--- src/hw/rtl/ssp_pkg.sv ---
// Shared definitions for the serial servo pulse controller.
// Constants, register indexes, parser phase codes and the position command struct.
// No dependencies.
package ssp_pkg;

  localparam int NUM_CHANNELS_DEF = 8;

  // Packet framing.
  localparam logic [7:0] SYNC_BYTE    = 8'd255;
  localparam logic [7:0] COPY_ADDR    = 8'hFF;
  localparam logic [7:0] ADDR_MASK    = 8'd31;
  localparam logic [7:0] LIVE_LIMIT   = 8'd32;
  localparam logic [7:0] CACHE_LIMIT  = 8'd64;

  // Reset values.
  localparam logic [15:0] POS_RESET    = 16'd16000;
  localparam logic [15:0] PERIOD_RESET = 16'd40192;
  localparam logic [15:0] OFFSET_RESET = 16'd8000;
  localparam logic [15:0] LIMIT_RESET  = 16'd31000;
  localparam logic [1:0]  BOARD_RESET  = 2'd0;

  // Register indexes on the configuration port.
  localparam logic [1:0] REG_BOARD_SELECT   = 2'd0;
  localparam logic [1:0] REG_SLOT_PERIOD    = 2'd1;
  localparam logic [1:0] REG_PULSE_OFFSET   = 2'd2;
  localparam logic [1:0] REG_POSITION_LIMIT = 2'd3;

  // Input item kinds.
  localparam logic ACT_BYTE = 1'b0;
  localparam logic ACT_TICK = 1'b1;

  typedef enum logic [2:0] {
    PH_SYNC  = 3'd0,
    PH_ADDR  = 3'd1,
    PH_HIGH  = 3'd2,
    PH_LOW   = 3'd3,
    PH_SKIP1 = 3'd4,
    PH_SKIP2 = 3'd5
  } phase_t;

  // Position update requested by a completed packet.
  typedef struct packed {
    logic        wr_live;
    logic        wr_cache;
    logic        copy_all;
    logic [15:0] value;
  } pos_cmd_t;

endpackage

--- src/hw/rtl/serial_servo_pulse_controller.sv ---
// Top level of the serial servo pulse controller: handshake stages, registers, positions.
// Depends on ssp_pkg, ssp_parser and ssp_slot_timer.
//
//   Channel   Ports                                   Direction  Moves
//   input     in_valid/in_ready, in_action, in_rx_byte   in      one byte or tick item
//   result    out_valid/out_ready, out_servo_lines       out     line levels after the item
//   config    psel/penable/pwrite/paddr/pwdata/prdata    in/out  four registers on a 32-bit bus
//
// An accepted item is held in the input register and goes through the parser or timer
// logic into the result register when the result register is free or being taken.
// One item is accepted per cycle while the result side does not stall; the throughput
// is set by the single processing stage.
// Reset is synchronous and active low; positions return to their center values.
// A stalled result holds the processing stage, and the input register then fills.
module serial_servo_pulse_controller #(
  parameter int NUM_CHANNELS = ssp_pkg::NUM_CHANNELS_DEF,
  localparam int CW = $clog2(NUM_CHANNELS)
) (
  input  logic        clk,
  input  logic        rst_n,
  input  logic        in_valid,
  output logic        in_ready,
  input  logic        in_action,
  input  logic [7:0]  in_rx_byte,
  output logic        out_valid,
  input  logic        out_ready,
  output logic [7:0]  out_servo_lines,
  input  logic        psel,
  input  logic        penable,
  input  logic        pwrite,
  input  logic [3:0]  paddr,
  input  logic [31:0] pwdata,
  output logic [31:0] prdata,
  output logic        pready
);

  // Configuration registers.
  logic [1:0]  board_select_r;
  logic [15:0] slot_period_r;
  logic [15:0] pulse_offset_r;
  logic [15:0] position_limit_r;
  logic        cfg_write;
  logic [1:0]  cfg_index;

  // Input register and result register.
  logic       s1_valid_r;
  logic       s1_action_r;
  logic [7:0] s1_byte_r;
  logic       out_valid_r;
  logic [7:0] out_lines_r;
  logic       advance, process;

  // Position stores.
  logic [NUM_CHANNELS-1:0][15:0] live_pos_r;
  logic [NUM_CHANNELS-1:0][15:0] cache_pos_r;

  ssp_pkg::pos_cmd_t cmd;
  logic [CW-1:0]     cmd_chan;
  logic [7:0]        lines_nxt;

  assign pready    = 1'b1;
  assign cfg_write = psel && penable && pwrite;
  assign cfg_index = paddr[3:2];

  always_comb begin
    unique case (cfg_index)
      ssp_pkg::REG_BOARD_SELECT:   prdata = {30'd0, board_select_r};
      ssp_pkg::REG_SLOT_PERIOD:    prdata = {16'd0, slot_period_r};
      ssp_pkg::REG_PULSE_OFFSET:   prdata = {16'd0, pulse_offset_r};
      ssp_pkg::REG_POSITION_LIMIT: prdata = {16'd0, position_limit_r};
      default:                     prdata = 32'd0;
    endcase
  end

  always_ff @(posedge clk) begin
    if (!rst_n) begin
      board_select_r   <= ssp_pkg::BOARD_RESET;
      slot_period_r    <= ssp_pkg::PERIOD_RESET;
      pulse_offset_r   <= ssp_pkg::OFFSET_RESET;
      position_limit_r <= ssp_pkg::LIMIT_RESET;
    end else if (cfg_write) begin
      unique case (cfg_index)
        ssp_pkg::REG_BOARD_SELECT:   board_select_r   <= pwdata[1:0];
        ssp_pkg::REG_SLOT_PERIOD:    slot_period_r    <= pwdata[15:0];
        ssp_pkg::REG_PULSE_OFFSET:   pulse_offset_r   <= pwdata[15:0];
        ssp_pkg::REG_POSITION_LIMIT: position_limit_r <= pwdata[15:0];
        default: ;
      endcase
    end
  end

  // The processing stage moves whenever the result register is free or being taken.
  assign advance   = !out_valid_r || out_ready;
  assign process   = s1_valid_r && advance;
  assign in_ready  = !s1_valid_r || advance;
  assign out_valid = out_valid_r;
  assign out_servo_lines = out_lines_r;

  always_ff @(posedge clk) begin
    if (!rst_n) begin
      s1_valid_r  <= 1'b0;
      out_valid_r <= 1'b0;
    end else begin
      if (in_ready) s1_valid_r <= in_valid;
      if (advance) out_valid_r <= s1_valid_r;
    end
  end

  always_ff @(posedge clk) begin
    if (in_valid && in_ready) begin
      s1_action_r <= in_action;
      s1_byte_r   <= in_rx_byte;
    end
    if (process) out_lines_r <= lines_nxt;
  end

  ssp_parser #(.NUM_CHANNELS(NUM_CHANNELS)) u_parser (
    .clk            (clk),
    .rst_n          (rst_n),
    .byte_en        (process && s1_action_r == ssp_pkg::ACT_BYTE),
    .rx_byte        (s1_byte_r),
    .board_select   (board_select_r),
    .position_limit (position_limit_r),
    .cmd            (cmd),
    .cmd_chan       (cmd_chan)
  );

  // A copy moves every cached position into the live store at once.
  always_ff @(posedge clk) begin
    if (!rst_n) begin
      for (int i = 0; i < NUM_CHANNELS; i++) begin
        live_pos_r[i]  <= ssp_pkg::POS_RESET;
        cache_pos_r[i] <= ssp_pkg::POS_RESET;
      end
    end else begin
      if (cmd.wr_live) live_pos_r[cmd_chan] <= cmd.value;
      if (cmd.wr_cache) cache_pos_r[cmd_chan] <= cmd.value;
      if (cmd.copy_all) live_pos_r <= cache_pos_r;
    end
  end

  ssp_slot_timer #(.NUM_CHANNELS(NUM_CHANNELS)) u_timer (
    .clk          (clk),
    .rst_n        (rst_n),
    .tick_en      (process && s1_action_r == ssp_pkg::ACT_TICK),
    .slot_period  (slot_period_r),
    .pulse_offset (pulse_offset_r),
    .live_pos     (live_pos_r),
    .lines_nxt    (lines_nxt)
  );

endmodule

--- src/hw/rtl/ssp_parser.sv ---
// Packet parser of the serial servo pulse controller.
// Depends on ssp_pkg for phase codes, framing constants and pos_cmd_t.
module ssp_parser #(
  parameter int NUM_CHANNELS = ssp_pkg::NUM_CHANNELS_DEF,
  localparam int CW = $clog2(NUM_CHANNELS)
) (
  input  logic              clk,
  input  logic              rst_n,
  input  logic              byte_en,
  input  logic [7:0]        rx_byte,
  input  logic [1:0]        board_select,
  input  logic [15:0]       position_limit,
  output ssp_pkg::pos_cmd_t cmd,
  output logic [CW-1:0]     cmd_chan
);

  localparam logic [6:0] NCH = 7'(NUM_CHANNELS);

  ssp_pkg::phase_t phase_r, phase_nxt;
  logic [7:0]      addr_r, addr_nxt;
  logic [7:0]      high_r, high_nxt;

  logic [6:0]  base;
  logic [6:0]  rx_low5, addr_low5, addr_diff;
  logic        rx_match, addr_match;
  logic [15:0] raw_value;

  assign base      = 7'(board_select) * NCH;
  assign rx_low5   = 7'(rx_byte & ssp_pkg::ADDR_MASK);
  assign addr_low5 = 7'(addr_r & ssp_pkg::ADDR_MASK);
  assign rx_match  = (rx_low5 >= base) && (rx_low5 < base + NCH);
  assign addr_match = (addr_low5 >= base) && (addr_low5 < base + NCH);
  assign addr_diff = addr_low5 - base;
  assign cmd_chan  = addr_diff[CW-1:0];
  assign raw_value = {high_r, rx_byte};

  always_comb begin
    phase_nxt = phase_r;
    addr_nxt  = addr_r;
    high_nxt  = high_r;
    if (byte_en) begin
      unique case (phase_r)
        ssp_pkg::PH_SYNC: begin
          if (rx_byte == ssp_pkg::SYNC_BYTE) phase_nxt = ssp_pkg::PH_ADDR;
        end
        ssp_pkg::PH_ADDR: begin
          addr_nxt = rx_byte;
          if (rx_match || rx_byte == ssp_pkg::COPY_ADDR) phase_nxt = ssp_pkg::PH_HIGH;
          else phase_nxt = ssp_pkg::PH_SKIP1;
        end
        ssp_pkg::PH_HIGH: begin
          high_nxt  = rx_byte;
          phase_nxt = ssp_pkg::PH_LOW;
        end
        ssp_pkg::PH_SKIP1: phase_nxt = ssp_pkg::PH_SKIP2;
        default: phase_nxt = ssp_pkg::PH_SYNC;
      endcase
    end
  end

  // The command fires on the low byte; the value is clamped to the limit.
  always_comb begin
    cmd.wr_live  = 1'b0;
    cmd.wr_cache = 1'b0;
    cmd.copy_all = 1'b0;
    cmd.value    = (raw_value > position_limit) ? position_limit : raw_value;
    if (byte_en && phase_r == ssp_pkg::PH_LOW) begin
      priority if (addr_r < ssp_pkg::LIVE_LIMIT) begin
        cmd.wr_live = addr_match;
      end else if (addr_r < ssp_pkg::CACHE_LIMIT) begin
        cmd.wr_cache = addr_match;
      end else if (addr_r == ssp_pkg::COPY_ADDR) begin
        cmd.copy_all = 1'b1;
      end else begin
        // Other high addresses are taken but change nothing.
        cmd.copy_all = 1'b0;
      end
    end
  end

  always_ff @(posedge clk) begin
    if (!rst_n) begin
      phase_r <= ssp_pkg::PH_SYNC;
      addr_r  <= 8'd0;
      high_r  <= 8'd0;
    end else begin
      phase_r <= phase_nxt;
      addr_r  <= addr_nxt;
      high_r  <= high_nxt;
    end
  end

endmodule

--- src/hw/rtl/ssp_slot_timer.sv ---
// Slot and pulse timing of the serial servo pulse controller.
// Depends on ssp_pkg; reads the live positions from the top level.
module ssp_slot_timer #(
  parameter int NUM_CHANNELS = ssp_pkg::NUM_CHANNELS_DEF,
  localparam int CW = $clog2(NUM_CHANNELS)
) (
  input  logic                         clk,
  input  logic                         rst_n,
  input  logic                         tick_en,
  input  logic [15:0]                  slot_period,
  input  logic [15:0]                  pulse_offset,
  input  logic [NUM_CHANNELS-1:0][15:0] live_pos,
  output logic [7:0]                   lines_nxt
);

  localparam logic [CW-1:0] LAST_CH = CW'(NUM_CHANNELS - 1);

  logic [15:0]   slot_timer_r, slot_timer_nxt;
  logic [CW-1:0] slot_chan_r, slot_chan_nxt;
  logic [15:0]   pulse_timer_r, pulse_timer_nxt;
  logic [15:0]   pulse_len_r, pulse_len_nxt;
  logic          pulse_active_r, pulse_active_nxt;
  logic [7:0]    lines_r;

  logic [15:0]   slot_inc, pulse_inc;
  logic [CW-1:0] next_chan;
  logic [16:0]   len_sum;
  logic          slot_start;

  assign slot_inc   = slot_timer_r + 16'd1;
  assign pulse_inc  = pulse_timer_r + 16'd1;
  assign slot_start = slot_inc >= slot_period;
  assign next_chan  = (slot_chan_r == LAST_CH) ? '0 : slot_chan_r + CW'(1);
  assign len_sum    = {1'b0, pulse_offset} + {1'b0, live_pos[next_chan]};

  always_comb begin
    slot_timer_nxt   = slot_timer_r;
    slot_chan_nxt    = slot_chan_r;
    pulse_timer_nxt  = pulse_timer_r;
    pulse_len_nxt    = pulse_len_r;
    pulse_active_nxt = pulse_active_r;
    lines_nxt        = lines_r;
    if (tick_en) begin
      // A running pulse is counted before the slot timer moves.
      if (pulse_active_r) begin
        pulse_timer_nxt = pulse_inc;
        if (pulse_inc >= pulse_len_r) begin
          lines_nxt        = 8'd0;
          pulse_active_nxt = 1'b0;
        end
      end
      slot_timer_nxt = slot_inc;
      if (slot_start) begin
        slot_timer_nxt   = 16'd0;
        slot_chan_nxt    = next_chan;
        pulse_len_nxt    = len_sum[16] ? 16'hFFFF : len_sum[15:0];
        pulse_timer_nxt  = 16'd0;
        pulse_active_nxt = 1'b1;
        // Channels numbered eight and above have no line.
        for (int i = 0; i < 8; i++) begin
          lines_nxt[i] = (int'(next_chan) == i);
        end
      end
    end
  end

  always_ff @(posedge clk) begin
    if (!rst_n) begin
      slot_timer_r   <= 16'd0;
      slot_chan_r    <= LAST_CH;
      pulse_timer_r  <= 16'd0;
      pulse_len_r    <= 16'd0;
      pulse_active_r <= 1'b0;
      lines_r        <= 8'd0;
    end else begin
      slot_timer_r   <= slot_timer_nxt;
      slot_chan_r    <= slot_chan_nxt;
      pulse_timer_r  <= pulse_timer_nxt;
      pulse_len_r    <= pulse_len_nxt;
      pulse_active_r <= pulse_active_nxt;
      lines_r        <= lines_nxt;
    end
  end

endmodule

--- config.mk ---
export PLATFORM = sky130hd
export DESIGN_NAME = serial_servo_pulse_controller
export DESIGN_NICKNAME = d
export VERILOG_FILES = /design/src/hw/rtl/ssp_pkg.sv /design/src/hw/rtl/serial_servo_pulse_controller.sv /design/src/hw/rtl/ssp_parser.sv /design/src/hw/rtl/ssp_slot_timer.sv
export SDC_FILE = /design/constraint.sdc
export NUM_CORES = 1
export LEC_CHECK = 0
export BUFFER_PORTS_ARGS = -buffer_cell sky130_fd_sc_hd__buf_2
export CELL_PAD_IN_SITES_DETAIL_PLACEMENT = 0
export CELL_PAD_IN_SITES_GLOBAL_PLACEMENT = 1
export CORE_MARGIN = 5
export CORE_UTILIZATION = 45
export CTS_BUF_LIST = sky130_fd_sc_hd__clkbuf_4
export DETAILED_ROUTE_END_ITERATION = 8
export PLACE_DENSITY = 0.88
export SLEW_MARGIN = 0
export SYNTH_ARGS = -nofsm -noshare
export SYNTH_HDL_FRONTEND = slang
export SYNTH_SLANG_ARGS = --single-unit
--- constraint.sdc ---
create_clock -name clk -period 5.8 [get_ports clk]
set_input_delay 1.16 -clock clk [delete_from_list [all_inputs] [get_ports clk]]
set_output_delay 1.16 -clock clk [all_outputs]
set_load 0.005 [all_outputs]
# Word-level counts from Yosys, hierarchy flattened
# Cells that the tools add are included.
[op_classes] add_sub_neg=6 magnitude_cmp=12 n_eq_ne=18 muxes=31 bitwise=1 n_reduce_logical=29
[ops] op="$bwmux 128" count=2
[ops] op="$mux 128" count=2
[ops] op="$pmux 32 s4" count=1
[ops] op="$mux 16" count=7
[ops] op="$bmux 16 s3" count=1
[ops] op="$demux 16 s3" count=1
[ops] op="$add 16x1->16 const B" count=2
[ops] op="$ge 16x16->1" count=2
[ops] op="$mux 8" count=4
[ops] op="$eq 3x3->1 const B" count=6
[ops] op="$reduce_and 2->1" count=9
[ops] op="$add 16x16->17" count=1
[ops] op="$eq 8x8->1 const B" count=2
[ops] op="$gt 16x16->1" count=1
[ops] op="$eq 3x2->1 const B" count=4
[ops] op="$mux 3" count=4
[ops] op="$pmux 3 s4" count=1
[ops] op="$ge 5x5->1" count=2
[ops] op="$logic_and 1x1->1" count=10
[ops] op="$lt 3x4->1 const B" count=2
[ops] op="$lt 8x6->1 const B" count=1
[ops] op="$lt 8x7->1 const B" count=1
[ops] op="$lt 5x7->1" count=1
[ops] op="$mux 1" count=7
[ops] op="16 further kinds" count=23
[totals] ff_bits=404 input_bits=52 output_inout_bits=43 elab_cells=131

# Longest topological paths before layout
# Gate-level depths: netlist (run 1).
[logic_depth] ltp_word=8 ltp_mapped=18 mapped_depth_nobuf=15

# Hierarchy
# A second synthesis (run 1) with hierarchy kept.
[unflattened] cells_unflattened=2375 area_unflattened_um2=21653.3
[by_module_without_submodules] module="serial_servo_pulse_controller" instances=1 cells_each=1458 area_each_um2=13644.3 seq_area_each_um2=6676.4
[by_module_without_submodules] module="ssp_slot_timer" instances=1 cells_each=648 area_each_um2=5953.2 seq_area_each_um2=1201.2
[by_module_without_submodules] module="ssp_parser" instances=1 cells_each=269 area_each_um2=2055.7 seq_area_each_um2=380.4

# Least setup slack after synthesis (run 1)
# OpenSTA, ideal clock, no wires.
[synth_path] path_type="reg2reg" start="register u_timer.slot_chan_r[0]" end="register u_timer.pulse_len_r[10]" setup_ps=136 arrival_time_ps=3612 t_required_ps=5664 setup_slack_ps=2052 stages_incl_launch_ff=17 path_buffers=3 synth_period_minus_slack_ps=3748 cell_sequence="dfxtp_1 > ha_1 > clkbuf_1 > clkbuf_1 > mux2_2 > o22a_1 > o221ai_1 > o21ai_0 > ha_1 > a21o_1 > a31oi_1 > o21ai_0 > nor2_1 > a21oi_1 > a21oi_1 > clkbuf_1 > a31oi_1"
[synth_between] elab_chain_cells=6 elab_cells_between_ends=7 classes_between="add/sub (2); eq/ne (1); mux (4)"
[synth_lines] item="start, declared" line="ssp_slot_timer.sv:19" source="logic [CW-1:0] slot_chan_r, slot_chan_nxt;"
[synth_lines] item="start signal, assigned" line="ssp_slot_timer.sv:77" source="slot_chan_r <= slot_chan_nxt;"
[synth_lines] item="$add 3x1->3 or $eq 3x3->1 (tied branches)" line="ssp_slot_timer.sv:33" source="assign next_chan = (slot_chan_r == LAST_CH) ? '0 : slot_chan_r + CW'(1);"
[synth_lines] item="$mux 3 (*)" line="ssp_slot_timer.sv:33"
[synth_lines] item="$bmux 16 s3 (*)" line="ssp_slot_timer.sv:34" source="assign len_sum = {1'b0, pulse_offset} + {1'b0, live_pos[next_chan]};"
[synth_lines] item="$mux 16 (implied by the code) (*)" line="ssp_slot_timer.sv:34"
[synth_lines] item="$add 16x16->17 (*)" line="ssp_slot_timer.sv:34"
[synth_lines] item="$mux 16 (*)" line="ssp_slot_timer.sv:56" source="pulse_len_nxt = len_sum[16] ? 16'hFFFF : len_sum[15:0];"
[synth_lines] item="end signal, assigned" line="ssp_slot_timer.sv:79" source="pulse_len_r <= pulse_len_nxt;"
[synth_lines] item="end, declared" line="ssp_slot_timer.sv:21" source="logic [15:0] pulse_len_r, pulse_len_nxt;"
# Mark *: on every way between the ends. The rest lies on a longest branch, timed or not. The select of a mux whose other input is x is not followed.
# A chain may end at the register's enable or synchronous reset.

# Worst setup path after layout (run 1)
[layout_path] start="register u_timer.slot_chan_r[0]" end="register u_timer.pulse_len_r[9]"
[layout_between] elab_chain_cells=6 elab_cells_between_ends=7 classes_between="add/sub (2); eq/ne (1); mux (4)"
[layout_lines] item="$add 3x1->3 or $eq 3x3->1 (tied branches)" line="ssp_slot_timer.sv:33"
[layout_lines] item="$mux 3 (*)" line="ssp_slot_timer.sv:33"
[layout_lines] item="via u_timer.next_chan[2]" line="ssp_slot_timer.sv:26" source="logic [CW-1:0] next_chan;"
[layout_lines] item="$bmux 16 s3 (*)" line="ssp_slot_timer.sv:34"
[layout_lines] item="$mux 16 (implied by the code) (*)" line="ssp_slot_timer.sv:34"
[layout_lines] item="$add 16x16->17 (*)" line="ssp_slot_timer.sv:34"
[layout_lines] item="$mux 16 (*)" line="ssp_slot_timer.sv:56"
# Mark *: on every way through the listed nets, which the timed path passes. The rest lies on a longest branch. The select of a mux whose other input is x is not followed.

==> metrics.csv, run 1 <==
stage;metric;value;unit
layout;cell area after layout;0.0232;sq mm
cts;Worst-Skew Late Latency;0.89;ns
synth;FFs w/ async S/R, synth;0;%
sta;final setup vio count;0;
synth;cell with the most instances after synthesis;dfxtp_1;
sta;fin crit share;84.3;%
detailed_routing;initial DRC count;2292;
critical_path;R2R Path End;u_timer.pulse_len_r[9];
power;switching share of power;25.0;%
critical_path;Setup crit end kind;register;
power;VDD IR max;0.113;mV
layout;share of layout cells above drive strength 1;14.3;%
placement;placed inst area;0.0218;sq mm
detailed_routing;wire per inst;22.0;um
cts;CTS sink cnt;404;
floorplanning;Rows;79;
layout;nets;2691;
global_routing;largest net degree at the start of global routing;139;
power;Clock Power Share;46.3;%
synth;Yosys reg bits;404;
floorplanning;# IOs;95;
global_routing;all-layer global routing usage;26.6;%
synth;Synth top area share;36.4;%
worst_hold_path;worst hold stages;2;
global_routing;vias in the first global route;19100;
sta;Slew Limit Fails;0;
global_routing;initial antenna violation count;1;
cts;H-tree depth;3;
global_routing;wire length of the first global-routing pass;109000;um
synth;sequential area share after synthesis;38.8;%
floorplanning;die height;228;um
placement;dpl hpwl;45700;um
floorplanning;core area;0.0467;sq mm
worst_hold_path;Hold Startpoint;slot_period_r[2];
cts;cts bufs inserted;106;
synth;Yosys warning count;0;
sta;RSZ-0062 raised after global routing;false;
global_routing;met2 track demand over resource;39.6;%
detailed_routing;DRC;0;
cts;hold buffers post-CTS;0;
cts;Worst-path clk slew;0.07;ns
sta;Layout Skew;0.0545;ns
detailed_routing;Total Wirelength;71500;um
synth;Post-synth EDFFs;17;
layout;area added between synthesis and finish;8.70;%
cts;Longest Clk Path Bufs;3;
sta;Slew @ Worst Pin;1.34;ns
power;Flop pwr share;50.0;%
critical_path;Worst EP arrival;5.56;ns
job;Max-Cap Viols;0;
sta;fmax;205;MHz
synth;Synth Flop Type;dfxtp_1;
sta;Worst slew margin;8.07;%
power;Psw;0.00141;W
power;Power Density;244;mW/mm^2
status;status;complete, no violations;
layout;fill cell instance count of the final layout;4463;
floorplanning;DIE AREA;0.0518;sq mm
synth;post-synth top area cell;dfxtp_1;
critical_path;r2r setup slk;0.91;ns
critical_path;Crit Path Max Fanout;25;
power;Static Leak;8.47;nW
synth;Synth Instances;2585;
worst_hold_path;Hold Path End;slot_period_r[2];
critical_path;crit path kind;register to register;
synth;average instance area after synthesis;8.24;sq um
cts;post-CTS setup buffers;0;
floorplanning;starting density of the core;45.7;%
critical_path;R2R Path Start;u_timer.slot_chan_r[0];
cts;clock root cell;clkbuf_4;
synth;Commonest cells post-synth;387 x dfxtp_1, 298 x nand2_1, 223 x nor3_1;
worst_hold_path;min-delay worst type;register to register;
sta;min cycle time layout;4.89;ns
cts;CTS tree;done;
floorplanning;Die Wd;228;um
synth;top cells by area, synth;dfxtp_1 36%, nand2_1 5.2%, nor3_1 5.2%;
global_routing;gr busiest metal;met2;
synth;number of library cell types mapped by synthesis;80;
placement;number of I/O port buffers;59;
synth;Syn Std Cell Area;0.0213;sq mm
sta;TNS Setup;0;ns
detailed_routing;total number of vias;20400;
critical_path;Worst setup SP type;register;
global_routing;Overflow after GRT;0;
critical_path;Worst Path Required;6.48;ns
cts;cts repair resizes;0;
sta;Fin. Hold Viols;0;
global_routing;met3 Use GR;5.91;%
detailed_routing;Vias/cell;6.28;
placement;GP Congestion;0.895;
detailed_routing;post-route ant nets;0;
critical_path;reg2reg path depth;12;
power;combinational share of power;3.7;%
layout;Layout Utilization;49.6;%
global_routing;met1 Use GR;36.8;%
detailed_routing;first-pass iteration count of the detailed router;6;
power;Internal Pwr Total;0.00424;W
## sequential cells by signal, indices dropped and copies added, names as in the netlist, 16 cells and up
name                   cells
cache_pos_r              128
live_pos_r               128
position_limit_r          16
pulse_offset_r            16
slot_period_r             16
u_timer.pulse_len_r       16
u_timer.pulse_timer_r     16
u_timer.slot_timer_r      16
## how the worst max path moves through the flow
| stage | to | cells after the start | start |
|---|---|---|---|
| floorplan | u_timer.pulse_len_r[10] | 16 | u_timer.slot_chan_r[0] |
| global placement | u_timer.pulse_len_r[1] | 13 | u_timer.slot_chan_r[0] |
| detailed placement | u_timer.pulse_len_r[4] | 12 | u_timer.slot_chan_r[0] |
| CTS | u_timer.pulse_len_r[9] | 12 | u_timer.slot_chan_r[0] |
| global route | u_timer.pulse_len_r[4] | 16 | u_timer.slot_chan_r[0] |
| finish | u_timer.pulse_len_r[9] | 12 | u_timer.slot_chan_r[0] |
## final cells by class
class | count | area, sq um | area share, %
multi-input cells | 1880 | 11800 | 51.1
flip-flops and latches | 404 | 8260 | 35.7
repair buffers | 101 | 629 | 2.72
clock buffers | 153 | 1150 | 4.96
clock inverters | 36 | 251 | 1.09
inverters | 68 | 263 | 1.13
diodes | 4 | 10.0 | 0.0432
well taps | 607 | 759 | 3.28
## cells in the final DEF (no fill, tap or decap), types with 34 or more instances in the layout
cell      count
dfxtp_1     387
nand2_1     297
nor3_1      222
mux2_2       43
ha_1         77
clkbuf_4    153
a21oi_1     119
inv_1        66
buf_4        41
a32oi_1      45
o21ai_1      34
o21ai_0     164
nand3_1      91
a211oi_1     83
nor2_1      174
buf_2        58
## per-layer routing
layer  vias to the layer above  routed length, um
met5                         -                  0
met4                         0               3410
met3                       226               7020
met2                      1060              31100
met1                      9699              30000
li1                       9442                  -
## power by group through the flow
stage          logic [W]  clock network, W  registers, W
6_report        0.000211           0.00262       0.00283
2_1_floorplan   0.000139                 0       0.00288
5_1_grt         0.000224           0.00280       0.00282
4_1_cts         0.000205           0.00265       0.00283
3_5_place_dp    0.000204                 0       0.00289
3_3_place_gp    0.000202                 0       0.00289
## cell families (layout without fill, tap and decap cells)
| kind of cell | count (synthesis) | after routing | synth area share, % |
|---|---|---|---|
| fa+ha+maj | 78 | 78 | 4.62 |
| xor+xnor | 40 | 40 | 1.64 |
| mux | 75 | 75 | 3.89 |
| buf+inv | 316 | 358 | 6.25 |
| simple gates | 962 | 962 | 21.7 |
| flops | 404 | 404 | 38.8 |
| other cells | 2 | 21 | 0.0352 |
| compound gates | 708 | 708 | 23.1 |
## stage by stage
step | worst slack, ns | hold slack (ns) | std cells | total power, W
after CTS | 1.03 | 0.435 | 3249 | 0.00568
final | 0.912 | 0.478 | 3253 | 0.00565
after floorplan | 2.05 | 0.446 | 2600 | 0.00302
after detailed placement | 1.04 | 0.470 | 3060 | 0.00309
after global placement | 1.11 | 0.460 | 3060 | 0.00309
after global routing | 0.592 | 0.437 | 3250 | 0.00585
## worst max-delay path: stages, from the launching register on
cell       delay [ns]
dfxtp_1          0.31
ha_1             0.20
ha_1             0.59
inv_1            0.53
buf_4            0.36
o21ai_0          0.63
ha_1             0.42
o2111ai_1        0.17
a21oi_1          0.17
nor2_1           0.15
a21oi_1          0.08
a21oi_1          0.89
a31oi_1          0.19
Note: power is estimated with default switching activity, not from simulation.
==> inputs of run 2 (changes only) <==
- CORE_UTILIZATION: 45 -> 44
- PLACE_DENSITY: 0.88 -> 0.9
- clock period: 5.8 -> 4 ns (I/O delays scaled with it)
==> metrics.csv, run 2 (synthesized netlist as in run 1, its figures left out) <==
stage;metric;value;unit
critical_path;Setup crit start;board_select_r[0];
critical_path;critical path's slowest cell;or4_1;
detailed_routing;wire per inst;21.6;um
critical_path;R2R Path End;cache_pos_r[29];
sta;worst setup margin;0.177;ns
cts;cts bufs inserted;105;
critical_path;r2r setup slk;0.18;ns
detailed_routing;Total Wirelength;72100;um
power;switching share of power;25.2;%
layout;Layout Utilization;50.0;%
detailed_routing;initial DRC count;2221;
layout;biggest regs;cache_pos_r: 128 flops, live_pos_r: 128 flops;
floorplanning;die height;230;um
layout;leading cell type in the layout, fill and taps excluded;dfxtp_1;
floorplanning;Die Wd;230;um
layout;share of layout cells above drive strength 1;17.2;%
layout;fill cell instance count of the final layout;4569;
detailed_routing;post-route ant nets;0;
worst_hold_path;min-delay worst type;input port to register;
floorplanning;DIE AREA;0.0529;sq mm
sta;min cycle time layout;3.82;ns
power;Internal Pwr Total;0.00605;W
critical_path;Crit Path Max Fanout;13;
global_routing;all-layer global routing usage;25.9;%
critical_path;Worst setup SP type;register;
sta;Slew @ Worst Pin;1.15;ns
sta;fin crit share;95.6;%
critical_path;Crit path max-delay family;simple AND/OR/NAND/NOR gates;
detailed_routing;first-pass iteration count of the detailed router;6;
sta;fmax;262;MHz
layout;highest-count cells in the layout ignoring fill and taps;387 x dfxtp_1, 297 x nand2_1, 222 x nor3_1;
critical_path;Worst EP arrival;4.58;ns
floorplanning;# IOs;95;
critical_path;Critical Path Max Stage Delay;0.67;ns
critical_path;Setup crit end kind;register;
power;Static Leak;8.88;nW
power;VDD IR max;0.183;mV
cts;H-tree depth;3;
critical_path;R2R Path Start;board_select_r[0];
critical_path;Worst Path Required;4.76;ns
global_routing;wire length of the first global-routing pass;110000;um
floorplanning;Rows;80;
placement;dpl hpwl;48200;um
detailed_routing;Vias/cell;6.19;
critical_path;CP cell instances;inv_1 > ha_1 > o41ai_1 > a21oi_1 > or4_1 > or2_1 > nor3_4 > buf_4 > nor3_1 > nor3_1;
floorplanning;starting density of the core;44.5;%
sta;Fin. Hold Viols;0;
cts;Worst-path clk slew;0.08;ns
cts;clock root cell;clkbuf_4;
power;Power Density;338;mW/mm^2
placement;number of I/O port buffers;59;
sta;Layout Skew;0.0668;ns
sta;RSZ-0062 raised after global routing;false;
placement;placed inst area;0.0225;sq mm
cts;Worst-Skew Late Latency;0.87;ns
layout;cell area after layout;0.0239;sq mm
cts;CTS sink cnt;404;
power;Clock Power Share;45.3;%
critical_path;reg2reg path depth;10;
placement;GP Congestion;0.941;
global_routing;largest net degree at the start of global routing;128;
power;Flop pwr share;50.6;%
sta;TNS Setup;0;ns
detailed_routing;DRC;0;
global_routing;initial antenna violation count;2;
job;Max-Cap Viols;0;
critical_path;CP endpoint;cache_pos_r[29];
status;status;complete, no violations;
layout;nets;2766;
sta;final setup vio count;0;
placement;dpl ws;-0.0228;ns
floorplanning;core area;0.0478;sq mm
critical_path;Levels on crit path;10;
power;combinational share of power;4.1;%
sta;Worst slew margin;23.2;%
critical_path;crit path kind;register to register;
sta;Slew Limit Fails;0;
global_routing;Overflow after GRT;0;
cts;Longest Clk Path Bufs;3;
global_routing;vias in the first global route;19500;
critical_path;Buf/Inv on CP;2;
layout;area added between synthesis and finish;12.2;%
critical_path;critical path's most frequent cell;nor3_1;
cts;CTS tree;done;
power;Psw;0.00204;W
detailed_routing;total number of vias;20700;
-- run 2: changes by cell type in the layout (fill, tap and decap cells not counted), sizes merged --
cell      previous run  this run
clkbuf             153       162
clkinv              31        22
diode                4         5
inv                 68        69
clkinvlp             1         0
bufinv               4         1
buf                101       177
-- run 2: worst min-delay path by stage --
stage | from | endpoint | slack, ns | cells past startpoint
6_report | in_rx_byte[4] | s1_byte_r[4] | 0.10 | 1
5_1_grt | in_rx_byte[4] | s1_byte_r[4] | 0.05 | 1
4_1_cts | in_rx_byte[4] | s1_byte_r[4] | 0.05 | 1
3_5_place_dp | slot_period_r[9] | slot_period_r[9] | 0.47 | 2
3_3_place_gp | slot_period_r[7] | slot_period_r[7] | 0.46 | 2
2_1_floorplan | slot_period_r[1] | slot_period_r[1] | 0.45 | 2
-- run 2: power groups by stage --
stage | Sequential (W) | Clock, W | Combinational (W)
after floorplan | 0.00417 | 0 | 0.000201
after global placement | 0.00418 | 0 | 0.000317
after detailed placement | 0.00418 | 0 | 0.000322
after CTS | 0.00409 | 0.00372 | 0.000323
after global routing | 0.00409 | 0.00393 | 0.000352
final | 0.00409 | 0.00366 | 0.000332
-- run 2: layout make-up --
| cell class | count | area, sq um | share of cell area, % |
|---|---|---|---|
| Multi-Input combinational cell | 1880 | 11900 | 49.7 |
| Sequential cell | 404 | 8260 | 34.6 |
| Timing Repair Buffer | 177 | 1380 | 5.77 |
| Clock buffer | 162 | 1220 | 5.09 |
| Tap cell | 615 | 769 | 3.22 |
| Inverter | 68 | 263 | 1.10 |
| Clock inverter | 24 | 120 | 0.503 |
| Antenna cell | 5 | 12.5 | 0.0524 |
-- run 2: stage by stage --
stage                     instances  hold WS (ns)  power [W]
after floorplan                2600         0.446    0.00437
after detailed placement       3144         0.467    0.00450
after CTS                      3330        0.0546    0.00813
final                          3335         0.104    0.00809
after global routing           3331        0.0452    0.00838
after global placement         3144         0.458    0.00450
-- run 2: layer usage --
metal  track usage [%]  part of all wire, %  vias to the layer above
met2              39.9                   44                      978
met5                 0                    0                        -
met1              35.4                   43                     9862
met4              11.3                  4.3                        0
li1                  -                    -                     9594
met3              5.27                  8.4                      225
-- run 2: what timing repair did --
action,4_1_cts,5_1_grt
endpoints found under the hold margin,0,0
gates cloned,0,0
setup buffers,0,0
resized for setup,1,11
setup endpoints to repair,1,37
hold buffers,0,0
